[config.mk]
export PLATFORM = sky130hd
export DESIGN_NAME = qslerp_sqrt_cell
export DESIGN_NICKNAME = d
export VERILOG_FILES = /design/src/sv/qslerp_pkg.sv /design/src/sv/qslerp_sqrt_cell.sv
export SDC_FILE = /design/constraint.sdc
export NUM_CORES = 1
export LEC_CHECK = 0
export BUFFER_PORTS_ARGS = -buffer_cell sky130_fd_sc_hd__buf_2
export CAP_MARGIN = 10
export CELL_PAD_IN_SITES_DETAIL_PLACEMENT = 1
export CELL_PAD_IN_SITES_GLOBAL_PLACEMENT = 2
export CORE_UTILIZATION = 30
export CTS_CLUSTER_DIAMETER = 120
export DETAILED_ROUTE_END_ITERATION = 8
export PLACE_DENSITY_LB_ADDON = 0.1
export SETUP_SLACK_MARGIN = 0.05
export SYNTH_ARGS = -nofsm -noshare
export SYNTH_HDL_FRONTEND = slang
export SYNTH_SLANG_ARGS = --single-unit
[constraint.sdc]
create_clock -name i_clk -period 16.1 [get_ports i_clk]
set_clock_uncertainty 0.1 [all_clocks]
set_input_delay 4.83 -clock i_clk [delete_from_list [all_inputs] [get_ports i_clk]]
set_output_delay 4.83 -clock i_clk [all_outputs]
set_load 0.1 [all_outputs]
[src/sv/qslerp_pkg.sv]
package qslerp_pkg;

    // Defaults for the top-level parameters.
    localparam int CMP_BITS_DEF    = 16;
    localparam int TRIG_STAGES_DEF = 16;

    // Angle and trig datapath width (Q.30 angles with headroom for CORDIC gain).
    localparam int CW         = 34;
    // Square root remainder and root width.
    localparam int SQ_W       = 62;
    localparam int SQRT_STEPS = 31;
    // Divider remainder width and quotient bits.
    localparam int DIV_W      = 64;
    localparam int DIV_STEPS  = 32;

    localparam int              W_BITS    = 17;
    localparam logic [W_BITS-1:0] W_ONE   = 17'd65536;
    localparam logic [14:0]     THR_RESET = 15'd32604;

    // Register select taken from paddr[2].
    localparam logic REG_THR = 1'b0;

    // Arctangent of 2^-k in Q.30.
    localparam logic [29:0] ATAN_Q30 [32] = '{
        30'd843314857, 30'd497837829, 30'd263043837, 30'd133525159,
        30'd67021687,  30'd33543516,  30'd16775851,  30'd8388437,
        30'd4194283,   30'd2097149,   30'd1048576,   30'd524288,
        30'd262144,    30'd131072,    30'd65536,     30'd32768,
        30'd16384,     30'd8192,      30'd4096,      30'd2048,
        30'd1024,      30'd512,       30'd256,       30'd128,
        30'd64,        30'd32,        30'd16,        30'd8,
        30'd4,         30'd2,         30'd1,         30'd0
    };

    typedef enum logic {
        CORDIC_VECTOR,
        CORDIC_ROTATE
    } t_cordic_mode;

    typedef struct packed {
        logic signed [CW-1:0] x;
        logic signed [CW-1:0] y;
        logic signed [CW-1:0] z;
    } t_cordic;

    typedef struct packed {
        logic [SQ_W-1:0] rem;
        logic [SQ_W-1:0] root;
        logic [30:0]     dq;
    } t_sqrt;

    typedef struct packed {
        logic [DIV_W-1:0] rem;
        logic [31:0]      den;
        logic [31:0]      quo;
        logic             neg;
        logic             ovf;
        logic             deg;
    } t_div;

endpackage

[src/sv/qslerp_sqrt_cell.sv]
module qslerp_sqrt_cell import qslerp_pkg::*; #(
    parameter int BIT_POS = 0
) (
    input  logic  i_clk,
    input  logic  i_en,
    input  t_sqrt i_d,
    output t_sqrt o_q
);
    // One result bit per cell of the digit-by-digit integer square root.
    localparam logic [SQ_W-1:0] BIT_VAL = SQ_W'(1) << BIT_POS;

    logic [SQ_W-1:0] trial;
    t_sqrt           n_q;
    t_sqrt           r_q;

    always_comb begin
        trial = i_d.root + BIT_VAL;
        n_q   = i_d;
        if (i_d.rem >= trial) begin
            n_q.rem  = i_d.rem - trial;
            n_q.root = (i_d.root >> 1) + BIT_VAL;
        end else begin
            n_q.root = i_d.root >> 1;
        end
    end

    always_ff @(posedge i_clk) begin
        if (i_en) begin
            r_q <= n_q;
        end
    end

    assign o_q = r_q;
endmodule

==> impl_summary.log <==
INFO  metric placeableCoreArea = between 30000 and 40000 sq um
INFO  metric type_of_destination_of_the_critical_path = register
INFO  metric final_cells = 2032
INFO  metric post_cts_hold_buffer_count = 0
INFO  metric final_period_utilization = 71.24%
INFO  metric ys_types = 64
INFO  metric number_of_fillers_in_the_final_layout = 4437
INFO  metric ys_dominant_reg_cell = edfxtp_1
INFO  metric timing.hold.ws = ~4.4 ns
INFO  metric die_height = 196.5 um
INFO  metric cts_setup_buffers = 0
INFO  metric critical-path-top-delay-family = simple AND/OR/NAND/NOR gates
INFO  metric layout_common_cells = buf_2, edfxtp_1, nor2_1
INFO  metric cts_repair_resize_count = 0
INFO  metric floorplan.initialDensity = 30.71%
INFO  metric min-delay-path-class = in -> reg
INFO  metric synth.yosys.warnings = 0
INFO  metric syn-cell-area = 11350 sq um
INFO  metric die_w = 196.5 um
INFO  metric detail-route-antenna-nets = 0
INFO  metric largest_register_ffs = 155
INFO  metric grt_pass1_wl = 65950 um
INFO  metric critPathMaxStageDelay = 1.01 ns
INFO  metric floorplan.die_area = 38620 sq um
INFO  metric layout_min_cycle_time = 11.47 ns
INFO  metric fmaxAchievable = between 80 and 90 MHz
INFO  metric mostFrequentLayoutCell = buf_2
INFO  metric run_status = completed
INFO  metric grt_max_degree = about 100
INFO  metric drt_first_pass_iters = 5
INFO  metric placement.io_buffers = slightly above 300
INFO  metric worstSetupPathType = in -> reg
INFO  metric drt-wirelength-per-cell = ~22 um
INFO  metric overall_global_routing_usage = 23.12%
INFO  metric yosysSeqAreaShare = between 40% and 50%
INFO  metric cp_num_buf_inv = 2
INFO  metric drtIter0Drc = around 510
INFO  metric slew_headroom = a little over a fifth
INFO  metric grt_antenna_before_repair = 9
INFO  metric htreeDepth = 4
INFO  metric grt_pass1_vias = 10550
INFO  metric worst_ir_drop_vdd = 78.91 uV
INFO  metric design.portCount = around 310
INFO  metric fp_rows = 70
INFO  metric detailedPlacementHpwl = 35770 um
INFO  metric synth_nets = between 1000 and 1500
INFO  metric timing.critical_path.slowest_stage_cell = buf_4
INFO  metric setup_repair_after_global_routing_missed_its_margin = false
INFO  metric critical_path_arrival = about 12 ns
INFO  metric synth_area_per_cell = roughly 9.2 sq um
INFO  metric power.density_cell_area = 112.5 nW/um^2
INFO  metric critical_path.startpoint_type = input port
INFO  metric drive_gt1_share = 24.34%
INFO  metric via_count = roughly 11000
INFO  metric maxCapViolations = 0
INFO  metric postSynthCellCount = ~1200
INFO  metric p_leak = 5.588 nW
INFO  metric post_synth_edffs = between 150 and 200
INFO  metric report.final.hold_viol_count = 0
INFO  metric maxSlewViolCount = 0
INFO  metric routability_congestion = 0.8714
INFO  metric crit_required = 16.21 ns
INFO  metric detail_route.vias_per_cell = 5.171
INFO  metric root_buffer = clkbuf_16
INFO  metric clkSlewWorstSetupHoldPaths = 0.07 ns
INFO  metric placed_cells_incl_taps = 1996
INFO  metric postSynth.asyncResetShare = 0%
INFO  metric tritoncts = done
INFO  metric worst_slew_pin_slew = 1.177 ns
INFO  metric clk_path_buf_depth = 2
INFO  metric worstPathCellList = buf_2 -> ha_1 -> nand3_1 -> nor2_1 -> nand2_1 -> or3_1 -> nor2b_1 -> xnor2_1 -> ha_1 -> nand4_1 -> nor4b_2 -> nand2b_1 -> o2111ai_2 -> a21oi_2 -> o31ai_4 -> buf_4 -> nand4_1 -> xnor2_1
INFO  metric setup-tns-final = 0 ns
INFO  metric synthToLayoutAreaGrowth = 23.06%
INFO  metric numCtsBuffers = 17
INFO  metric multiInputGateArea = 6371 sq um
INFO  metric drc_errors = 0
INFO  metric finish.net_count = 1733
INFO  metric totalWireLength = roughly 45000 um
INFO  metric area.sequential = 4654 sq um
INFO  metric grt-ovfl-total = 0
INFO  metric postSynthRegisterBits = 155
INFO  metric critPathMaxFanout = 102
INFO  metric numClockSinks = 155
INFO  metric setup_violations = 0
## cells in the mapped netlist, types with 2 or more instances
cell | instances | share of area (%)
a221o_1 | 2 | 0.18
nor4_1 | 11 | 0.61
a21oi_1 | 126 | 5.6
a221oi_1 | 3 | 0.23
a41oi_1 | 2 | 0.15
o21ai_1 | 5 | 0.22
or3_1 | 2 | 0.11
ha_1 | 64 | 7.1
o22ai_1 | 2 | 0.11
a211oi_1 | 5 | 0.33
buf_1 | 3 | 0.099
o221ai_1 | 2 | 0.15
o31ai_2 | 2 | 0.22
and3_4 | 2 | 0.20
a21boi_0 | 3 | 0.20
and4_1 | 4 | 0.31
nor2_1 | 138 | 4.6
or4_1 | 3 | 0.20
nand4_1 | 44 | 2.4
buf_2 | 24 | 1.1
nand2b_1 | 6 | 0.33
clkbuf_1 | 24 | 0.79
a22o_1 | 2 | 0.15
nand2_1 | 134 | 4.4
nor2b_1 | 10 | 0.55
o31ai_1 | 3 | 0.20
xor2_1 | 82 | 6.3
nand3b_1 | 4 | 0.26
o21bai_1 | 18 | 1.2
o21ai_0 | 37 | 1.6
inv_1 | 26 | 0.86
or2_2 | 4 | 0.22
and3_1 | 23 | 1.3
edfxtp_1 | 155 | 41
nor3_1 | 27 | 1.2
o21a_1 | 2 | 0.13
and2_1 | 4 | 0.22
a31o_2 | 2 | 0.15
xnor2_1 | 96 | 7.4
o211ai_1 | 6 | 0.40
a21o_1 | 35 | 2.3
o31a_1 | 3 | 0.23
nand3_1 | 48 | 2.1
nor4b_2 | 2 | 0.26
a31oi_1 | 9 | 0.50
## per-stage QoR
stage | area, sq um | util, % | power (W) | setup slack (ns)
floorplan | 11350 | - | 0.001009 | 6.763
global placement | 13370 | 36.16 | 0.001153 | 4.436
detailed placement | 13370 | 36.16 | 0.001156 | 4.148
CTS | 13960 | 37.77 | 0.001586 | 4.631
global route | 13960 | 37.78 | 0.001633 | 4.087
finish | 13970 | 37.79 | 0.001571 | 4.631
## logic make-up after synthesis
kind of cell / synth area share [%]
buffers and inverters: 2.954
and+or+nand+nor: 20.02
AOI/OAI and AO/OA: 14.96
muxes: 0.09920
xor gates and xnor gates: 13.73
DFF: 41.01
adders and majority gates: 7.231
## power breakdown
part / switching (W) / leakage (nW) / internal, W / total (W)
Clock: 0.000202 / 0.293 / 0.000223 / 0.000425
Sequential: 0.0000133 / 1.52 / 0.000498 / 0.000511
Combinational: 0.000505 / 3.78 / 0.000131 / 0.000636
Total: 0.000720 / 5.59 / 0.000851 / 0.00157
## per-layer routing
| layer | global-route usage, % | part of all wire [%] | vias to the layer above | wire length [um] |
|---|---|---|---|---|
| met5 | 0 | 0.16 | - | 72 |
| met4 | 6.221 | 1.7 | 12 | 786 |
| met3 | 4.449 | 5.2 | 50 | 2338 |
| met2 | 37.16 | 46 | 282 | 20770 |
| met1 | 31.59 | 47 | 5121 | 21100 |
| li1 | - | - | 5042 | - |
## cell type report
class / count / area share, %
multi-input combinational: 993 / 45.61
sequential: 155 / 33.32
timing repair buffer: 317 / 11.51
tap: 504 / 4.515
clock buffer: 18 / 3.072
clock inverter: 14 / 1.173
inverter: 27 / 0.7255
antenna: 4 / 0.07166
## worst paths after layout
| kind | start | endpoint | slack (ns) | depth (start not counted) |
|---|---|---|---|---|
| min | i_d[13] | o_q[13] | 4.44 | 1 |
| max | i_d[31] | o_q[88] | 4.63 | 18 |
Power figures use the tool's default switching activity.
