==> config.mk <==
export PLATFORM = sky130hd
export DESIGN_NAME = qslerp_div_cell
export DESIGN_NICKNAME = d
export VERILOG_FILES = /design/src/sv/qslerp_pkg.sv /design/src/sv/qslerp_div_cell.sv
export SDC_FILE = /design/constraint.sdc
export NUM_CORES = 1
export LEC_CHECK = 0
export ABC_AREA = 1
export BUFFER_PORTS_ARGS = -buffer_cell sky130_fd_sc_hd__buf_2
export CAP_MARGIN = 30
export CORE_MARGIN = 5
export CORE_UTILIZATION = 55
export DETAILED_ROUTE_END_ITERATION = 16
export PLACE_DENSITY_LB_ADDON = 0.1
export SETUP_SLACK_MARGIN = 0.02
export SYNTH_ARGS = -nofsm -noshare
export SYNTH_HDL_FRONTEND = slang
export SYNTH_SLANG_ARGS = --single-unit
==> constraint.sdc <==
create_clock -name i_clk -period 5.5 [get_ports i_clk]
set_input_delay 0.275 -clock i_clk [delete_from_list [all_inputs] [get_ports i_clk]]
set_output_delay 0.275 -clock i_clk [all_outputs]
set_load 0.01 [all_outputs]
==> src/sv/qslerp_pkg.sv <==
package qslerp_pkg;

    // Defaults for the top-level parameters.
    localparam int CMP_BITS_DEF    = 16;
    localparam int TRIG_STAGES_DEF = 16;

    // Angle and trig datapath width (Q.30 angles with headroom for CORDIC gain).
    localparam int CW         = 34;
    // Square root remainder and root width.
    localparam int SQ_W       = 62;
    localparam int SQRT_STEPS = 31;
    // Divider remainder width and quotient bits.
    localparam int DIV_W      = 64;
    localparam int DIV_STEPS  = 32;

    localparam int              W_BITS    = 17;
    localparam logic [W_BITS-1:0] W_ONE   = 17'd65536;
    localparam logic [14:0]     THR_RESET = 15'd32604;

    // Register select taken from paddr[2].
    localparam logic REG_THR = 1'b0;

    // Arctangent of 2^-k in Q.30.
    localparam logic [29:0] ATAN_Q30 [32] = '{
        30'd843314857, 30'd497837829, 30'd263043837, 30'd133525159,
        30'd67021687,  30'd33543516,  30'd16775851,  30'd8388437,
        30'd4194283,   30'd2097149,   30'd1048576,   30'd524288,
        30'd262144,    30'd131072,    30'd65536,     30'd32768,
        30'd16384,     30'd8192,      30'd4096,      30'd2048,
        30'd1024,      30'd512,       30'd256,       30'd128,
        30'd64,        30'd32,        30'd16,        30'd8,
        30'd4,         30'd2,         30'd1,         30'd0
    };

    typedef enum logic {
        CORDIC_VECTOR,
        CORDIC_ROTATE
    } t_cordic_mode;

    typedef struct packed {
        logic signed [CW-1:0] x;
        logic signed [CW-1:0] y;
        logic signed [CW-1:0] z;
    } t_cordic;

    typedef struct packed {
        logic [SQ_W-1:0] rem;
        logic [SQ_W-1:0] root;
        logic [30:0]     dq;
    } t_sqrt;

    typedef struct packed {
        logic [DIV_W-1:0] rem;
        logic [31:0]      den;
        logic [31:0]      quo;
        logic             neg;
        logic             ovf;
        logic             deg;
    } t_div;

endpackage

==> src/sv/qslerp_div_cell.sv <==
module qslerp_div_cell import qslerp_pkg::*; #(
    parameter int QBIT = 0
) (
    input  logic i_clk,
    input  logic i_en,
    input  t_div i_d,
    output t_div o_q
);
    // One restoring step: decides quotient bit QBIT.
    logic [DIV_W-1:0] dsh;
    t_div             n_q;
    t_div             r_q;

    always_comb begin
        dsh = DIV_W'(i_d.den) << QBIT;
        n_q = i_d;
        if (i_d.rem >= dsh) begin
            n_q.rem       = i_d.rem - dsh;
            n_q.quo[QBIT] = 1'b1;
        end
    end

    always_ff @(posedge i_clk) begin
        if (i_en) begin
            r_q <= n_q;
        end
    end

    assign o_q = r_q;
endmodule
==> results of run 1 <==
-- power breakdown --
part / internal (mW) / total, mW / switching [mW]
clock network: 0.599 / 1.11 / 0.507
logic: 0.235 / 0.656 / 0.421
registers: 1.22 / 1.25 / 0.0262
-- path summary, 6_finish.rpt --
kind | end | cells after the start
hold / removal | o_q[0] | 1
setup / recovery | o_q[90] | 15
-- cells in the mapped netlist (12+ instances only) --
| master | instances | share of area (%) |
|---|---|---|
| o21ai_0 | 21 | 1.2 |
| a21oi_1 | 33 | 1.9 |
| nor2_1 | 106 | 4.5 |
| nand2_1 | 413 | 18 |
| xnor2_1 | 20 | 2.0 |
| nand4_1 | 17 | 1.2 |
| inv_1 | 179 | 7.7 |
| edfxtp_1 | 131 | 45 |
| nor3_1 | 23 | 1.3 |
| ha_1 | 32 | 4.6 |
| inv_2 | 12 | 0.51 |
| o21ai_2 | 15 | 1.5 |
| nand3_1 | 59 | 3.4 |
| a21oi_2 | 21 | 2.1 |
-- metrics by stage --
| step | hold slack [ns] | instance area (um^2) | util, % |
|---|---|---|---|
| floorplan | 0.374 | 8750 | - |
| global placement | 0.451 | 10300 | 65.1 |
| detailed placement | 0.454 | 10300 | 65.1 |
| CTS | 0.0157 | 10800 | 68.7 |
| global route | 0.00386 | 10800 | 68.7 |
| finish | 0.0139 | 10800 | 68.7 |
-- placed cells by master (no fill, tap or decap), types with 20 or more instances in the layout --
cell / count
inv_1: 179
nor3_1: 23
edfxtp_1: 131
ha_1: 32
nand2_1: 413
a21oi_2: 21
buf_2: 262
nor2_1: 106
xnor2_1: 20
o21ai_0: 21
a21oi_1: 33
nand3_1: 59
-- area by class of cell --
class / instances / area, um^2 / area share [%]
clock buffers: 17 / 425 / 3.93
clock inverters: 15 / 144 / 1.33
inverters: 191 / 717 / 6.62
multi-input cells: 807 / 3990 / 36.9
flip-flops and latches: 131 / 3930 / 36.3
well taps: 216 / 270 / 2.50
repair buffers: 266 / 1350 / 12.4
-- cells by family (layout without fill, tap and decap cells) --
kind of cell | after synthesis | after routing | share of synthesized area (%)
compound gates | 100 | 100 | 7.52
xor+xnor | 25 | 25 | 2.50
fa+ha+maj | 33 | 33 | 4.81
buf+inv | 203 | 489 | 9.40
flops | 131 | 131 | 45.0
simple gates | 649 | 649 | 30.8
-- worst max-delay path: cells and delay by family --
kind                       cells  cell delay, ns
and+or+nand+nor                9            1.36
buffers and inverters          4            1.08
adders and majority gates      1            0.39
AOI/OAI and AO/OA              1            0.19
-- routing by layer --
metal | part of all wire (%) | vias up | routed length (um)
met4 | 2.4 | 0 | 708
li1 | - | 4209 | -
met5 | 0 | - | 0
met1 | 41 | 3971 | 11900
met2 | 47 | 429 | 13800
met3 | 9.5 | 61 | 2780
==> results_dict.tcl, run 1 <==
set metrics [dict create \
    async_flop_share_pct 0 \
    wire_per_inst_um 17.8 \
    overflow 0 \
    die_w_um 136 \
    initial_utilization_pct 55.5 \
    post-route-min-period_ns 3.01 \
    route.detailed.drc 0 \
    critPathArrivalTime_ns 3.30 \
    firstDrtPassIters 5 \
    use_met2_pct 52.2 \
    fillers 1365 \
    critPathMostFrequentCell "nand2_1" \
    setup_viol 0 \
    syn2layout_area_growth_pct 23.8 \
    rows 46 \
    cap_violations 0 \
    gr-usage-met1_pct 39.8 \
    path_cells "buf_2, inv_1, ha_1, a21oi_2, nand2_2, nand2_1, nand2_1, nand2_1, nand2_1, nand2_1, nand3_2, inv_2, buf_4, nand2_1, nand2_1" \
    slew_headroom_pct 38.6 \
    grt_pass1_wl_um 43500 \
    synth_ff_type "edfxtp_1" \
    ioPinCount 264 \
    min_from "i_d[0]" \
    fp.coreArea_um2 15800 \
    grt_antenna_before_repair 0 \
    cts_tree "done" \
    critPathRequiredTime_ns 5.79 \
    min_path_type "in2reg" \
    critPathLaunchType "primary input" \
    status "finished clean" \
    path_class "in2reg" \
    fin_nets 1580 \
    htree_levels 4 \
    synthCells 1141 \
    ir_worst_vdd_uv 200 \
    cts.clk_slew.worst_paths_ns 0.06 \
    cts_setup_buffers 0 \
    largest_register_ffs 131 \
    die-area_um2 18500 \
    drive_gt1_share_pct 25.9 \
    slew_viol_final 0 \
    cts_buffers 17 \
    port_buffers 263 \
    drtIter0Drc 918 \
    syn_area_um2 8750 \
    critPathMaxFanout 29 \
    cp-startpoint "i_d[38]" \
    n_antenna_cell 0 \
    cts_root_buffer "clkbuf_16" \
    fin_cells 1643 \
    p_per_area_nw_per_um2 278 \
    fin_crit_sh_pct 54.8 \
    syn_avg_cell_area_um2 7.67 \
    cts_sinks 131 \
    pre_cts_slack_ns 2.14 \
    slowest_delay_ns 0.49 \
    dp_hpwl_um 23300 \
    antenna_left 0 \
    finalHoldViolations 0 \
    totalPowerFinal_mw 3.01 \
    viasPerCell 5.28 \
    drt-total-wl_um 29200 \
    grt_util_met3_pct 7.33 \
    cp_slowest_cell "nand3_2" \
    synth-edff-count 131 \
    synth_cell_types 32 \
    rsz0062_at_grt "false" \
    dp.cells 1611 \
    tightest_slew_ns 0.921 \
    grt_max_degree 75 \
    fin_ws_ns 2.49 \
    clock.fmax_mhz 332 \
    globalRoute.busiestLayer "met2" \
    clock_path_buffers 2 \
    die_h_um 136 \
    seq_area_frac_synth_pct 45.0 \
    track_usage_pct 31.0 \
    cp-end-kind "flip-flop" \
    gp_congestion 1.02 \
    vias 8670 \
    p_leak_nw 5.25 \
    ys_seq_elements 131 \
    final.setup.tns_ns 0 \
    cts.hold.buffers_added 0 \
    grt_pass1_vias 8204 \
    ys_warn_count 0 \
    post_cts_resized 0 \
    syn_nets 1307 \
]
(Power assumes the default switching activity.)
==> inputs of run 2 (changes only) <==
--- a/config.mk
+++ b/config.mk
@@ -9,7 +9,7 @@
 export BUFFER_PORTS_ARGS = -buffer_cell sky130_fd_sc_hd__buf_2
 export CAP_MARGIN = 30
 export CORE_MARGIN = 5
-export CORE_UTILIZATION = 55
+export CORE_UTILIZATION = 53
 export DETAILED_ROUTE_END_ITERATION = 16
 export PLACE_DENSITY_LB_ADDON = 0.1
 export SETUP_SLACK_MARGIN = 0.02
==> constraint.sdc (replaced) <==
create_clock -name i_clk -period 2.8 [get_ports i_clk]
set_input_delay 0.14 -clock i_clk [delete_from_list [all_inputs] [get_ports i_clk]]
set_output_delay 0.14 -clock i_clk [all_outputs]
set_load 0.01 [all_outputs]
==> run 2 against run 1 <==
Net effect: hold slack worse by 0.0048 ns; routed wire length up 7.2%; design area rose by 7.3%; first-iteration DRC count is 8.3% lower; combinational power rose by 110%; worst setup slack got worse by 2.3 ns; sequential cell count stayed put; critical endpoint is now o_q[85]; largest power group unchanged.
==> results_dict.tcl, run 2 (synthesis results as in run 1) <==
set metrics [dict create \
    dp_hpwl_um 22600 \
    grt_antenna_before_repair 0 \
    cts_buffers 17 \
    p_per_area_nw_per_um2 523 \
    drive_gt1_share_pct 25.0 \
    viasPerCell 5.29 \
    clock_path_buffers 2 \
    die_w_um 138 \
    grt_max_degree 78 \
    multi_input_area_um2 4000 \
    status "finished clean" \
    slowest_delay_ns 0.53 \
    cp-end-kind "flip-flop" \
    drt-total-wl_um 31300 \
    ir_worst_vdd_uv 406 \
    cts_root_buffer "clkbuf_16" \
    firstDrtPassIters 7 \
    cts_sinks 131 \
    largest_register_ffs 131 \
    path_cells "dlygate4sd3_1, buf_2, ha_1, fa_1, inv_1, nand3_1, nand2_2, nand2_1, nand2_1, nand2_1, nand2_1, nand2_1, nand3_2, inv_2, buf_12, nand2_1, o21ai_0" \
    initial_utilization_pct 53.3 \
    fin_nets 1653 \
    n_antenna_cell 0 \
    critPathLaunchType "primary input" \
    cts_setup_buffers 0 \
    fp.coreArea_um2 16400 \
    track_usage_pct 31.5 \
    cts.clk_slew.worst_paths_ns 0.06 \
    tightest_slew_ns 0.548 \
    grt_pass1_vias 9017 \
    critPathMaxFanout 27 \
    port_buffers 263 \
    min_path_type "in2reg" \
    setup_viol 0 \
    critPathMostFrequentCell "nand2_1" \
    final_common_cell "nand2_1" \
    critPathTopFamily "buffers and inverters" \
    finalHoldViolations 0 \
    final.setup.tns_ns 0 \
    crit_buf_inv 5 \
    critPathRequiredTime_ns 2.96 \
    critPathArrivalTime_ns 2.79 \
    path_class "in2reg" \
    antenna_left 0 \
    rsz0062_at_grt "false" \
    htree_levels 4 \
    die-area_um2 19200 \
    grt_pass1_wl_um 47600 \
    clock.fmax_mhz 379 \
    fin_cells 1720 \
    cts_tree "done" \
    register_area_um2 3930 \
    post-route-min-period_ns 2.64 \
    syn2layout_area_growth_pct 32.8 \
    slew_viol_final 0 \
    overflow 0 \
    fin_crit_sh_pct 94.2 \
    wire_per_inst_um 18.2 \
    dp.cells 1619 \
    cap_violations 0 \
    slew_headroom_pct 63.1 \
    fillers 1286 \
    p_leak_nw 5.57 \
    drtIter0Drc 842 \
    cp_slowest_cell "dlygate4sd3_1" \
    rows 47 \
    die_h_um 138 \
    vias 9093 \
    mostFrequentLayoutCells "411 x nand2_1, 262 x buf_2, 179 x inv_1" \
    route.detailed.drc 0 \
    ioPinCount 264 \
    gp_congestion 1.02 \
]
run 2: repair_timing:
action / CTS / global route
endpoints found under the hold margin: 68 / 0
resized for setup: 0 / 3
hold buffers: 68 / 0
setup endpoints to repair: 0 / 5
run 2: area by class of cell:
| class | instances | share of cell area (%) |
|---|---|---|
| multi-input cells | 807 | 34.4 |
| well taps | 220 | 2.37 |
| clock buffers | 18 | 3.69 |
| inverters | 191 | 6.17 |
| clock inverters | 14 | 1.23 |
| flip-flops and latches | 131 | 33.9 |
| repair buffers | 339 | 18.3 |
run 2: worst paths after layout:
kind / from / to / slack, ns / depth (start not counted)
max: i_d[35] / o_q[85] / 0.16 / 17
min: i_d[73] / o_q[73] / 0.009 / 3
run 2: power breakdown:
group,switching (mW),internal [mW]
Sequential,0.0553,2.40
Combinational,0.860,0.535
Clock,0.977,1.25
Total,1.89,4.18
run 2: stage by stage:
stage / hold WS (ns) / util (%) / power, mW / area (um^2) / worst slack, ns
3_5_place_dp: 0.318 / 63.0 / 3.75 / 10300 / 0.259
5_1_grt: 0.0140 / 70.8 / 6.31 / 11600 / 0.0000728
4_1_cts: 0.00116 / 70.6 / 6.02 / 11600 / 0.131
2_1_floorplan: 0.239 / - / 3.20 / 8750 / 0.674
6_report: 0.00913 / 70.8 / 6.07 / 11600 / 0.164
3_3_place_gp: 0.316 / 63.0 / 3.73 / 10300 / 0.293
run 2: tightest hold or removal path, stage by stage:
cell	delay [ns]
buf_2	0.09
nand2_1	0.04
o21ai_0	0.06
run 2: layer usage:
metal	GRT usage [%]	up-vias	part of all wire, %
met4	10.7	0	3.2
li1	-	4356	-
met5	0	-	0
met2	53.9	480	48
met3	6.42	74	9.2
met1	40.1	4183	40
==> inputs of run 3 (changes only) <==
--- a/config.mk
+++ b/config.mk
@@ -8,8 +8,8 @@
 export ABC_AREA = 1
 export BUFFER_PORTS_ARGS = -buffer_cell sky130_fd_sc_hd__buf_2
 export CAP_MARGIN = 30
-export CORE_MARGIN = 5
-export CORE_UTILIZATION = 53
+export CORE_MARGIN = 4
+export CORE_UTILIZATION = 44
 export DETAILED_ROUTE_END_ITERATION = 16
 export PLACE_DENSITY_LB_ADDON = 0.1
 export SETUP_SLACK_MARGIN = 0.02
==> run 3 against run 2 <==
Net effect: cell count grew 3.4%; power increased by 0.41%; first-iteration DRC count down 27%; die area is 16% higher; critical path depth down 1; worst setup slack improved by 0.015 ns; sequential share of layout area decreased by 0.51 points; largest cell class unchanged; global-route usage shrank 4.8 points; maximum frequency up 0.56%; critical path type unchanged; count of clock-buffer cells in the layout down 1; routed wire length down 4.4%; design area is 1.5% higher; largest power group unchanged.
==> results_dict.tcl, run 3 (synthesis results as in run 1) <==
set metrics [dict create \
    slowest_delay_ns 0.53 \
    min_path_type "in2reg" \
    final.setup.tns_ns 0 \
    crit_buf_inv 3 \
    route.detailed.drc 0 \
    fin_nets 1667 \
    critPathMaxFanout 4 \
    antenna_left 0 \
    fin_ws_ns 0.178 \
    firstDrtPassIters 5 \
    grt_pass1_wl_um 45700 \
    ioPinCount 264 \
    initial_utilization_pct 44.8 \
    drt-total-wl_um 29900 \
    status "finished clean" \
    final_common_cell "nand2_1" \
    tightest_slew_ns 0.653 \
    largest_register_ffs 131 \
    drtIter0Drc 612 \
    path_cells "dlygate4sd3_1, buf_2, ha_1, fa_1, inv_1, nand3_1, nand2_2, nand2_1, nand2_1, nand2_1, nand2_2, nand2_1, nand3_1, nand2_1, nand4_1, nand2_1" \
    port_buffers 263 \
    clock_path_buffers 2 \
    cts_setup_buffers 0 \
    slew_headroom_pct 56.0 \
    wire_per_inst_um 16.8 \
    htree_levels 4 \
    drive_gt1_share_pct 24.8 \
    mostFrequentLayoutCells "412 x nand2_1, 262 x buf_2, 179 x inv_1" \
    slew_viol_final 0 \
    critPathArrivalTime_ns 2.81 \
    critPathTopFamily "simple AND/OR/NAND/NOR gates" \
    grt_antenna_before_repair 0 \
    fin_crit_sh_pct 93.6 \
    cts_tree "done" \
    overflow 0 \
    critPathLaunchType "primary input" \
    cts_buffers 17 \
    path_class "in2reg" \
    die_h_um 149 \
    cp-end-kind "flip-flop" \
    vias 8733 \
    track_usage_pct 26.8 \
    cap_violations 0 \
    gp_congestion 0.985 \
    rsz0062_at_grt "false" \
    setup_viol 0 \
    grt_max_degree 78 \
    ir_worst_vdd_uv 404 \
    cts_root_buffer "clkbuf_16" \
    rows 51 \
    cts_sinks 131 \
    critPathRequiredTime_ns 2.98 \
    finalHoldViolations 0 \
    pre_cts_slack_ns 0.245 \
    n_antenna_cell 0 \
    p_per_area_nw_per_um2 517 \
    die-area_um2 22200 \
    grt_pass1_vias 8470 \
    die_w_um 149 \
    clock.fmax_mhz 381 \
    cts.clk_slew.worst_paths_ns 0.07 \
    post-route-min-period_ns 2.62 \
    holdWs_ns 0.00859 \
    viasPerCell 4.91 \
    dp_hpwl_um 23100 \
    fp.coreArea_um2 19500 \
    cp_slowest_cell "dlygate4sd3_1" \
    syn2layout_area_growth_pct 34.8 \
    critPathMostFrequentCell "nand2_1" \
    p_leak_nw 5.64 \
]
## run 3: cell types whose count changed in the layout (fill, tap and decap cells not counted)
cell           previous run  this run
clkinvlp_4                5         2
clkbuf_1                  1         0
buf_4                     3         6
nand2_1                 411       412
nand2_2                   9         8
inv_8                     2         4
clkbuf_16                18        17
buf_12                    3         2
clkinv_2                  0         1
clkinv_8                  0         1
dlygate4sd3_1            68        81
## run 3: worst paths after layout
check | start | to | slack (ns) | cells after the start
worst min-delay path | i_d[70] | o_q[70] | 0.009 | 3
worst max-delay path | i_d[35] | o_q[113] | 0.18 | 16
## run 3: per-stage QoR
| step | total power, mW | cell area (um^2) | utilization (%) | std cells |
|---|---|---|---|---|
| 2_1_floorplan | 3.20 | 8750 | - | 1141 |
| 3_3_place_gp | 3.75 | 10400 | 53.2 | 1666 |
| 3_5_place_dp | 3.75 | 10400 | 53.2 | 1666 |
| 4_1_cts | 6.12 | 11800 | 60.3 | 1778 |
| 5_1_grt | 6.39 | 11800 | 60.4 | 1779 |
| 6_report | 6.10 | 11800 | 60.4 | 1779 |
## run 3: cell type report
type	count	area, um^2
Clock buffer	17	425
Clock inverter	15	164
Fill cell	1864	7730
Inverter	191	717
Multi-Input combinational cell	807	4000
Sequential cell	131	3930
Tap cell	265	332
Timing Repair Buffer	353	2230
## run 3: metal layers
layer  share of wire [%]  global-route usage [%]
met1                  46                    37.2
met2                  45                    43.1
met3                 6.7                    5.10
met4                 2.2                    7.32
met5                   0                       0
## run 3: timing repair
| action | CTS | global route |
|---|---|---|
| endpoints found under the setup margin | 0 | 14 |
| hold buffers | 80 | 1 |
| resized for setup | 0 | 2 |
| endpoints found under the hold margin | 80 | 1 |
## run 3: where the power goes
group | internal, mW | switching, mW
clock | 1.27 | 1.01
combinational | 0.546 | 0.832
sequential | 2.40 | 0.0488
