File: config.mk
export PLATFORM = sky130hd
export DESIGN_NAME = qslerp_cordic_cell
export DESIGN_NICKNAME = d
export VERILOG_FILES = /design/src/sv/qslerp_pkg.sv /design/src/sv/qslerp_cordic_cell.sv
export SDC_FILE = /design/constraint.sdc
export NUM_CORES = 1
export LEC_CHECK = 0
export ABC_AREA = 1
export BUFFER_PORTS_ARGS = -buffer_cell sky130_fd_sc_hd__buf_2
export CAP_MARGIN = 0
export CORE_MARGIN = 5
export CORE_UTILIZATION = 30
export DETAILED_ROUTE_END_ITERATION = 12
export GPL_TIMING_DRIVEN = 1
export SLEW_MARGIN = 20
export SYNTH_ARGS = -nofsm -noshare
export SYNTH_HDL_FRONTEND = slang
export SYNTH_SLANG_ARGS = --single-unit
File: constraint.sdc
create_clock -name i_clk -period 2.4 [get_ports i_clk]
set_input_delay 0.12 -clock i_clk [delete_from_list [all_inputs] [get_ports i_clk]]
set_output_delay 0.12 -clock i_clk [all_outputs]
set_load 0.05 [all_outputs]
File: src/sv/qslerp_pkg.sv
package qslerp_pkg;

    // Defaults for the top-level parameters.
    localparam int CMP_BITS_DEF    = 16;
    localparam int TRIG_STAGES_DEF = 16;

    // Angle and trig datapath width (Q.30 angles with headroom for CORDIC gain).
    localparam int CW         = 34;
    // Square root remainder and root width.
    localparam int SQ_W       = 62;
    localparam int SQRT_STEPS = 31;
    // Divider remainder width and quotient bits.
    localparam int DIV_W      = 64;
    localparam int DIV_STEPS  = 32;

    localparam int              W_BITS    = 17;
    localparam logic [W_BITS-1:0] W_ONE   = 17'd65536;
    localparam logic [14:0]     THR_RESET = 15'd32604;

    // Register select taken from paddr[2].
    localparam logic REG_THR = 1'b0;

    // Arctangent of 2^-k in Q.30.
    localparam logic [29:0] ATAN_Q30 [32] = '{
        30'd843314857, 30'd497837829, 30'd263043837, 30'd133525159,
        30'd67021687,  30'd33543516,  30'd16775851,  30'd8388437,
        30'd4194283,   30'd2097149,   30'd1048576,   30'd524288,
        30'd262144,    30'd131072,    30'd65536,     30'd32768,
        30'd16384,     30'd8192,      30'd4096,      30'd2048,
        30'd1024,      30'd512,       30'd256,       30'd128,
        30'd64,        30'd32,        30'd16,        30'd8,
        30'd4,         30'd2,         30'd1,         30'd0
    };

    typedef enum logic {
        CORDIC_VECTOR,
        CORDIC_ROTATE
    } t_cordic_mode;

    typedef struct packed {
        logic signed [CW-1:0] x;
        logic signed [CW-1:0] y;
        logic signed [CW-1:0] z;
    } t_cordic;

    typedef struct packed {
        logic [SQ_W-1:0] rem;
        logic [SQ_W-1:0] root;
        logic [30:0]     dq;
    } t_sqrt;

    typedef struct packed {
        logic [DIV_W-1:0] rem;
        logic [31:0]      den;
        logic [31:0]      quo;
        logic             neg;
        logic             ovf;
        logic             deg;
    } t_div;

endpackage

File: src/sv/qslerp_cordic_cell.sv
module qslerp_cordic_cell import qslerp_pkg::*; #(
    parameter int           SHIFT = 0,
    parameter t_cordic_mode MODE  = CORDIC_ROTATE
) (
    input  logic    i_clk,
    input  logic    i_en,
    input  t_cordic i_d,
    output t_cordic o_q
);
    localparam logic signed [CW-1:0] ANG = $signed(CW'(ATAN_Q30[SHIFT]));

    logic signed [CW-1:0] dx;
    logic signed [CW-1:0] dy;
    logic                 dir;
    t_cordic              n_q;
    t_cordic              r_q;

    always_comb begin
        dx = i_d.y >>> SHIFT;
        dy = i_d.x >>> SHIFT;
        // Vectoring drives y toward zero; rotation drives z toward zero.
        dir = (MODE == CORDIC_VECTOR) ? i_d.y[CW-1] : !i_d.z[CW-1];
        if (dir) begin
            n_q.x = i_d.x - dx;
            n_q.y = i_d.y + dy;
            n_q.z = i_d.z - ANG;
        end else begin
            n_q.x = i_d.x + dx;
            n_q.y = i_d.y - dy;
            n_q.z = i_d.z + ANG;
        end
    end

    always_ff @(posedge i_clk) begin
        if (i_en) begin
            r_q <= n_q;
        end
    end

    assign o_q = r_q;
endmodule

==> metrics.cfg, run 1 <==
[placement]
dp.cells = 2666
place_area_mm2 = 0.01434
gp_congestion = 0.9803
portBuffers = 205
hpwlAfterDp_mm = 38.62

[logic_synthesis]
synthesis.area_mm2 = 0.01230
syn_avg_cell_area_um2 = 6.485
yosysTopAreaCellShare_pct = 24.65
ys_ff_latch = 101
synthCells = 1897
yosysUniqueCellTypes = 43
ys_seq_area_share_pct = 24.65
synth_area_leaders = edfxtp_1 25%, nand2_1 17%, ha_1 13%
synth_warnings = 0
async_flop_share_pct = 0
synth.largest_area_cell = edfxtp_1
synth_ff_type = edfxtp_1
synth-edff-count = 101
synth_nets = 2136

[global_route]
antenna_found_initial = 0
track_usage_pct = 19.70
grt_pass1_wl_mm = 69.53
grt_pass1_vias = 13120
grt_max_degree = 75
overflow = 0

[routing]
routed_wl_mm = 45.53
drt_iter0_markers = 884
drtPass1Iterations = 5
vias = 13380
wl_per_cell_um = 16.98
drt-vias-per-instance = 4.988
ant_nets = 0
route.detailed.drc = 0

[cells_and_area]
fin_cells = 2682
fillCellCount = 4444
final_common_cell = nand2_1
area_delta_synth_final_pct = 18.99
layout-drive-gt1-share_pct = 15.91
final_area_mm2 = 0.01464
layout.nets = 2384
largest_reg_flops = 101
n_antenna_cell = 0
mostFrequentLayoutCells = 549 x nand2_1, 263 x inv_1, 204 x buf_2

[setup_path]
crit_path_start_kind = primary input
critPathKind = primary input to flop
cp.required_ns = 2.52
cp.arrival_ns = 2.26
cp_max_fo = 11
cp-end-kind = flop

[timing]
tightest_slew_ns = 0.8591
rsz0062_at_grt = false
fin_crit_ns = 2.143
setup_viol = 0
fmax_mhz = 466.7
finalHoldViolations = 0
relSlewSlack_pct = 42.73
fin_setup_tns_ns = 0
period_share_pct = 89.29
slew_viol_final = 0

[cts]
post_cts_buffers = 0
hold_buffers = 0
clk_pin_slew_ns = 0.07
numClockSinks = 101
cts-root-buf = clkbuf_16
htreeDepth = 3
cts_made_buffers = 9
clockBufferDepth = 2
post_cts_resized = 0
cts_tree = done

[power_and_ir_drop]
power_leakage_nw = 7.455
peakVddDrop_mv = 0.3249
power.density_mw_per_mm2 = 543.2

[min_path]
hold_path.class = primary input to flop

[floorplan]
core.rowCount = 74
core_area_mm2 = 0.04074
initial_core_util_pct = 30.20
die-height_um = 212.5
die_w_um = 212.5
die-area_mm2 = 0.04516
io_pins = 206

[job]
maxCapViolations = 0

[run_status]
status = completed

logic make-up (layout without fill, tap and decap cells):
family          after synthesis  in the layout  share of synthesized area, %
simple gates                967            967                         33.10
compound gates              329            329                         14.45
buf+inv                     319            572                         10.55
fa+ha+maj                   135            135                         13.97
flops                       101            101                         24.65
xor+xnor                     46             46                         3.275
stage by stage:
stage	total power, mW	hold WS, ns	setup WS, ns	utilization, %
final	7.951	0.07192	0.2571	35.93
after global routing	8.462	0.09076	0.04670	35.93
after CTS	7.997	0.05845	0.2949	35.93
after floorplan	5.134	0.2325	0.06455	-
after global placement	6.375	0.4402	-0.05207	35.20
after detailed placement	6.395	0.4490	-0.1077	35.20
routing by layer:
layer  global-route usage, %  share of wire (%)  up-vias
met5                       0                  0        -
met4                   5.451                2.4        0
met3                   3.010                7.0       61
met2                   33.15                 45      484
li1                        -                  -     6692
met1                   26.41                 45     6141
synthesized netlist by cell type, types with 2 or more instances:
library cell  count
buf_4            22
nor4_1            4
xnor2_1           6
o21bai_1         18
a31oi_1           5
a21o_1           10
buf_1             3
or2_2             6
o21a_1            3
a21boi_0          2
buf_2            13
nor2_2            6
o21ai_0         103
nor2_4            3
a21oi_1         157
nor3_2            4
fa_1              4
nor2_1          162
nand3_1         177
nand3b_1          4
edfxtp_1        101
a21oi_2           6
ha_1            131
nand4_1          18
o21ai_1          15
nor3_1           18
inv_2            10
nand2_2           7
o22ai_1           5
xor2_1           40
nand2_1         549
clkbuf_1          6
and2_1            3
or2_0             2
o211ai_1          3
inv_1           264
final cells by class:
class | count | area (µm²) | share of cell area (%)
tap | 532 | 665.6 | 4.547
timing repair buffer | 281 | 1637 | 11.18
multi-input combinational | 1477 | 7971 | 54.46
sequential | 101 | 3033 | 20.72
inverter | 275 | 1033 | 7.060
clock buffer | 10 | 229.0 | 1.564
clock inverter | 6 | 68.82 | 0.4701
final timing paths:
check	start	endpoint	slack [ns]	cells past startpoint
max	i_d[41]	o_q[87]$_DFFE_PP_	0.26	13
min	i_d[0]	o_q[0]$_DFFE_PP_	0.07	2
power breakdown:
group          total [mW]  switching, mW  internal [mW]
registers            2.35         0.0658           2.29
clock network        1.56          0.739          0.818
logic                4.04           2.90           1.14
total                7.95           3.71           4.24
worst max-delay path, stage by stage:
cell	delay, ns
buf_2	0.10
inv_1	0.04
ha_1	0.55
nand2_1	0.24
nor2_1	0.25
nand2_1	0.10
nor2_1	0.14
nor2_1	0.07
nand2_1	0.16
a21oi_1	0.10
or2_0	0.21
nand3_1	0.07
nand2_1	0.10
(Power assumes the default switching activity.)
==> run 2: changes to the inputs <==
clock period = 1.9 ns   (was 2.4 ns; I/O delays follow)
==> run 2 against run 1 <==
  * Sequential cell count did not move
  * Via count grew 8.0%
  * Sequential share of layout area down 3.3 points
  * Critical path depth decreased by 2
  * Global-route usage is 1.6 points higher
  * Clock-buffer cell count is 1 lower
  * Utilization up 6.9 points
  * Clock power up 37%
  * Sequential power rose by 27%
  * Wire length grew 7.5%
  * Hold slack got worse by 0.043 ns
==> metrics.cfg, run 2 (synthesis gave the netlist of run 1 again) <==
[global_route]
overflow = 0  ; unchanged
grt_pass1_wl_mm = 75.56  ; +8.7%
antenna_found_initial = 0  ; unchanged
track_usage_pct = 21.28  ; +1.6 points
grt_max_degree = 61  ; -19%
grt_pass1_vias = 14550  ; +11%

[cells_and_area]
final_common_cell = nand2_1
largest_reg_flops = 101  ; unchanged
layout-drive-gt1-share_pct = 30.00  ; +14 points
mostFrequentLayoutCells = 538 x nand2_1, 390 x buf_4, 262 x inv_1
utilization_pct = 42.81  ; +6.9 points
layout.nets = 2701  ; +13%
n_antenna_cell = 0  ; unchanged
area_delta_synth_final_pct = 41.78

[power_and_ir_drop]
power.density_mw_per_mm2 = 641.2  ; +18%
peakVddDrop_mv = 0.4006  ; +23%
power_leakage_nw = 8.982  ; +20%
total_power_mw = 11.18  ; +41%

[job]
maxCapViolations = 0  ; unchanged

[setup_path]
critPathKind = primary input to flop
cp-end-kind = flop
cp_max_fo = 9  ; -2
slowest_delay_ns = 0.46  ; -0.09 ns
path_cells = buf_2 > inv_1 > ha_2 > inv_2 > a21oi_1 > a21boi_1 > nand2_1 > a21oi_1 > nand3_1 > nand3_1 > nand2_1
crit_slowest_cell = ha_2
crit_path_start_kind = primary input
cp.arrival_ns = 1.97  ; -0.29 ns
cp.buffers_inverters = 3  ; +1
cp.required_ns = 2.05  ; -0.47 ns
critPathTopFamily = compound AO/OA/AOI/OAI gates

[routing]
ant_nets = 0  ; unchanged
wl_met1_mm = 22.07  ; +7.2%
wl_per_cell_um = 16.32  ; -3.9%
drt_iter0_markers = 826  ; -6.6%
route.detailed.drc = 0  ; unchanged
maxUsedRoutingLayer = met4
wl_met2_mm = 22.71  ; +9.9%
routed_wl_mm = 48.93  ; +7.5%
drt-vias-per-instance = 4.819  ; -3.4%
vias = 14450  ; +8.0%
wl_met3_mm = 2.849  ; -10%
drtPass1Iterations = 5  ; unchanged

[cts]
hold_buffers = 0  ; unchanged
htreeDepth = 3  ; unchanged
cts-root-buf = clkbuf_16
clockBufferDepth = 2  ; unchanged
cts_made_buffers = 9  ; unchanged
cts_tree = done
numClockSinks = 101  ; unchanged
clk_pin_slew_ns = 0.08  ; about the same

[placement]
hpwlAfterDp_mm = 41.80  ; +8.2%
gp_congestion = 0.9852  ; +0.50%
portBuffers = 205  ; unchanged

[timing]
fin_setup_tns_ns = 0  ; unchanged
rsz0062_at_grt = true
fin_crit_ns = 1.824
finalHoldViolations = 0  ; unchanged
fmax_mhz = 548.2
tightest_slew_ns = 0.7707  ; -0.08844 ns
period_share_pct = 96.01
relSlewSlack_pct = 48.62  ; +5.9 points
slew_viol_final = 0  ; unchanged
hold_slack_ns = 0.02919  ; -0.04274 ns
setup_viol = 0  ; unchanged

[floorplan]
io_pins = 206  ; unchanged
core_area_mm2 = 0.04074  ; unchanged
die-height_um = 212.5  ; unchanged
initial_core_util_pct = 30.20  ; unchanged
core.rowCount = 74  ; unchanged
die-area_mm2 = 0.04516  ; unchanged
die_w_um = 212.5  ; unchanged

[min_path]
min-delay-start = i_d[0]
whs_endpoint = o_q[0]$_DFFE_PP_
hold_path.class = primary input to flop
hold_depth = 2  ; unchanged

[run_status]
status = completed

-- run 2: cell types whose count changed in the layout (fill, tap and decap cells not counted), sizes merged --
cell,change
inv,+3
clkinv,-1
clkinvlp,-1
buf,+317
clkbuf,-1
-- run 2: through the flow --
stage / setup slack, ns / cells / instance area [µm²]
finish: 0.07589 / 2999 / 17440
floorplan: -0.009649 / 1897 / 12530
global placement: -0.4196 / 2982 / 16920
global route: -0.05802 / 2999 / 17440
detailed placement: -0.4324 / 2982 / 16920
CTS: 0.01221 / 2998 / 17250
-- run 2: worst max-delay path by stage --
stage | start | to | slack, ns | cells past startpoint
2_1_floorplan | i_d[33] | o_q[27]$_DFFE_PP_ | -0.01 | 14
3_3_place_gp | i_d[42] | o_q[87]$_DFFE_PP_ | -0.42 | 13
3_5_place_dp | i_d[42] | o_q[53]$_DFFE_PP_ | -0.43 | 13
4_1_cts | i_d[48] | o_q[49]$_DFFE_PP_ | 0.01 | 9
5_1_grt | i_d[50] | o_q[101]$_DFFE_PP_ | -0.06 | 14
6_report | i_d[58] | o_q[101]$_DFFE_PP_ | 0.08 | 11
-- run 2: layout make-up --
type	instances	area (µm²)
Fill cell	4353	23300
Multi-Input combinational cell	1477	8356
Timing Repair Buffer	598	4029
Inverter	275	1036
Tap cell	532	665.6
Clock inverter	7	97.59
Sequential cell	101	3033
Clock buffer	9	225.2
-- run 2: timing repair --
| item | CTS | global route |
|---|---|---|
| buffers inserted | 0 | 1 |
| cloned | 0 | 0 |
| setup endpoints to repair | 1 | 47 |
| resized for setup | 2 | 61 |
| pin swaps | 0 | 1 |
| endpoints found under the hold margin | 0 | 0 |
-- run 2: routing by layer --
| layer | track usage, % | vias to the layer above |
|---|---|---|
| li1 | - | 7335 |
| met2 | 36.44 | 427 |
| met3 | 2.804 | 66 |
| met1 | 27.92 | 6623 |
| met4 | 6.753 | 0 |
| met5 | 0 | - |
-- run 2: where the power goes --
group | switching [mW] | internal, mW
clock network | 1.07 | 1.07
registers | 0.0885 | 2.89
logic | 3.88 | 2.18
==> run 3: changes to the inputs <==
CORE_UTILIZATION = 33   (was 30)
GPL_TIMING_DRIVEN = 0   (was 1)
clock period = 2.15 ns   (was 1.9 ns; I/O delays follow)
==> run 3 against run 2 <==
  * Wire length decreased by 1.8%
  * Worst setup slack improved by 0.032 ns
  * First-iteration DRC count grew 23%
  * Sequential cell count unchanged
  * Power decreased by 19%
  * Die area is 8.7% lower
  * Critical path type unchanged
==> metrics.cfg, run 3 (synthesis gave the netlist of run 1 again) <==
[run_status]
status = completed

[cts]
clockBufferDepth = 2  ; unchanged
hold_buffers = 0  ; unchanged
cts_tree = done
numClockSinks = 101  ; unchanged
cts_made_buffers = 9  ; unchanged
clk_pin_slew_ns = 0.08  ; about the same
cts-root-buf = clkbuf_16
htreeDepth = 3  ; unchanged

[setup_path]
slowest_delay_ns = 0.35  ; -0.11 ns
path_cells = buf_8 > inv_1 > buf_4 > buf_12 > ha_1 > nand2_1 > o21ai_2 > nand2_1 > nand2_1 > nand3_1 > nand2_1 > nand3_1 > nand2_1 > xor2_1
critPathKind = primary input to flop
cp-end-kind = flop
crit_path_frequent_cell = nand2_1
crit_path_start_kind = primary input
cp.arrival_ns = 2.18  ; +0.21 ns
setup.worst_path.end = o_q[30]$_DFFE_PP_
critPathLaunch = i_d[33]
cp_max_fo = 21  ; +12
cp.required_ns = 2.29  ; +0.24 ns
crit_slowest_cell = ha_1

[floorplan]
die-area_mm2 = 0.04124  ; -8.7%
io_pins = 206  ; unchanged
core.rowCount = 70  ; -5.4%
die-height_um = 203.1  ; -4.4%
initial_core_util_pct = 33.52  ; +3.3 points
die_w_um = 203.1  ; -4.4%
core_area_mm2 = 0.03670  ; -9.9%

[cells_and_area]
layout.nets = 2354  ; -13%
mostFrequentLayoutCells = 548 x nand2_1, 264 x inv_1, 215 x buf_2
fin_cells = 2588  ; -14%
fillCellCount = 3908  ; -10%
multiInputGateArea_mm2 = 0.008064  ; -3.5%
largest_reg_flops = 101  ; unchanged
n_antenna_cell = 0  ; unchanged
layout-drive-gt1-share_pct = 15.28  ; -15 points
regArea_mm2 = 0.003033  ; unchanged
final_common_cell = nand2_1
area_delta_synth_final_pct = 17.20

[min_path]
hold_path.class = primary input to flop
hold_depth = 2  ; unchanged

[global_route]
antenna_found_initial = 0  ; unchanged
overflow = 0  ; unchanged
grt_pass1_wl_mm = 71.84  ; -4.9%
track_usage_pct = 22.54  ; +1.3 points
grt_pass1_vias = 13050  ; -10%
grt_max_degree = 69  ; +13%

[placement]
portBuffers = 205  ; unchanged
hpwlAfterDp_mm = 40.08  ; -4.1%
gp_congestion = 0.9415  ; -4.4%
dp.cells = 2571  ; -14%

[timing]
setup_viol = 0  ; unchanged
fmax_mhz = 489.7
hold_slack_ns = 0.04745  ; +0.01826 ns
relSlewSlack_pct = 23.97  ; -25 points
fin_crit_ns = 2.042
fin_setup_tns_ns = 0  ; unchanged
tightest_slew_ns = 1.140  ; +0.3697 ns
period_share_pct = 94.97
rsz0062_at_grt = true
finalHoldViolations = 0  ; unchanged
slew_viol_final = 0  ; unchanged

[routing]
drt_iter0_markers = 1014  ; +23%
vias = 13390  ; -7.3%
wl_met1_mm = 21.40  ; -3.0%
drtPass1Iterations = 6  ; +1
ant_nets = 0  ; unchanged
maxUsedRoutingLayer = met4
wl_met3_mm = 3.241  ; +14%
route.detailed.drc = 0  ; unchanged
routed_wl_mm = 48.06  ; -1.8%
wl_per_cell_um = 18.57  ; +14%
wl_met2_mm = 22.45  ; -1.1%
drt-vias-per-instance = 5.174  ; +7.4%

[power_and_ir_drop]
peakVddDrop_mv = 0.4144  ; +3.5%
power.density_mw_per_mm2 = 624.5  ; -2.6%
power_leakage_nw = 7.300  ; -19%

[job]
maxCapViolations = 0  ; unchanged

==> run 3: changes by cell type in the layout (fill, tap and decap cells not counted), moves of 11 or more <==
cell / before / now
buf_4: 390 / 24
ha_1: 99 / 127
ha_2: 17 / 3
ha_4: 15 / 1
buf_2: 204 / 215
nor2_1: 149 / 160
nor2_2: 19 / 8
==> run 3: how the worst min path moves through the flow <==
| stage | slack [ns] | to | from |
|---|---|---|---|
| after detailed placement | 0.43 | o_q[0]$_DFFE_PP_ | i_d[0] |
| after global placement | 0.42 | o_q[0]$_DFFE_PP_ | i_d[0] |
| final | 0.05 | o_q[0]$_DFFE_PP_ | i_d[0] |
| after floorplan | 0.22 | o_q[0]$_DFFE_PP_ | i_en |
| after global routing | 0.06 | o_q[0]$_DFFE_PP_ | i_d[0] |
| after CTS | 0.02 | o_q[0]$_DFFE_PP_ | i_d[0] |
==> run 3: cell type report <==
cell class / instances / share of cell area (%)
Clock inverter: 7 / 0.6595
Clock buffer: 9 / 1.562
Sequential cell: 101 / 21.04
Multi-Input combinational cell: 1477 / 55.93
Timing Repair Buffer: 208 / 7.646
Buffer: 43 / 1.935
Inverter: 275 / 7.168
Tap cell: 468 / 4.061
==> run 3: power breakdown <==
group          internal (mW)  switching (mW)
combinational           1.19            3.29
sequential              2.55          0.0666
clock                   1.03           0.884
total                   4.77            4.24
==> run 3: timing repair <==
| item | in CTS | in global routing |
|---|---|---|
| resized for setup | 13 | 21 |
| setup endpoints to repair | 29 | 28 |
| setup buffers | 1 | 0 |
| cloned | 0 | 1 |
| pin swaps | 1 | 0 |
==> run 3: per-layer routing <==
metal / up-vias / GRT usage [%]
li1: 6623 / -
met1: 6137 / 29.80
met2: 559 / 38.94
met3: 72 / 3.370
met4: 0 / 5.324
met5: - / 0
==> run 3: metrics by stage <==
step / setup WS (ns) / instance area, µm² / power, mW / util, %
finish: 0.1081 / 14420 / 9.004 / 39.29
global placement: -1.121 / 13920 / 7.019 / 37.93
detailed placement: -1.187 / 13950 / 7.037 / 38.03
global route: -0.001958 / 14420 / 9.517 / 39.29
floorplan: 0.03563 / 12310 / 5.733 / -
CTS: 0.01331 / 14330 / 9.007 / 39.05
==> run 3: critical path: cells and delay by family <==
| family | cells | cell delay (ns) |
|---|---|---|
| adder cells (fa/ha/maj) | 1 | 0.35 |
| AND/OR/NAND/NOR | 7 | 0.79 |
| AO/OA/AOI/OAI | 1 | 0.20 |
| buffers and inverters | 4 | 0.65 |
| XOR/XNOR | 1 | 0.07 |
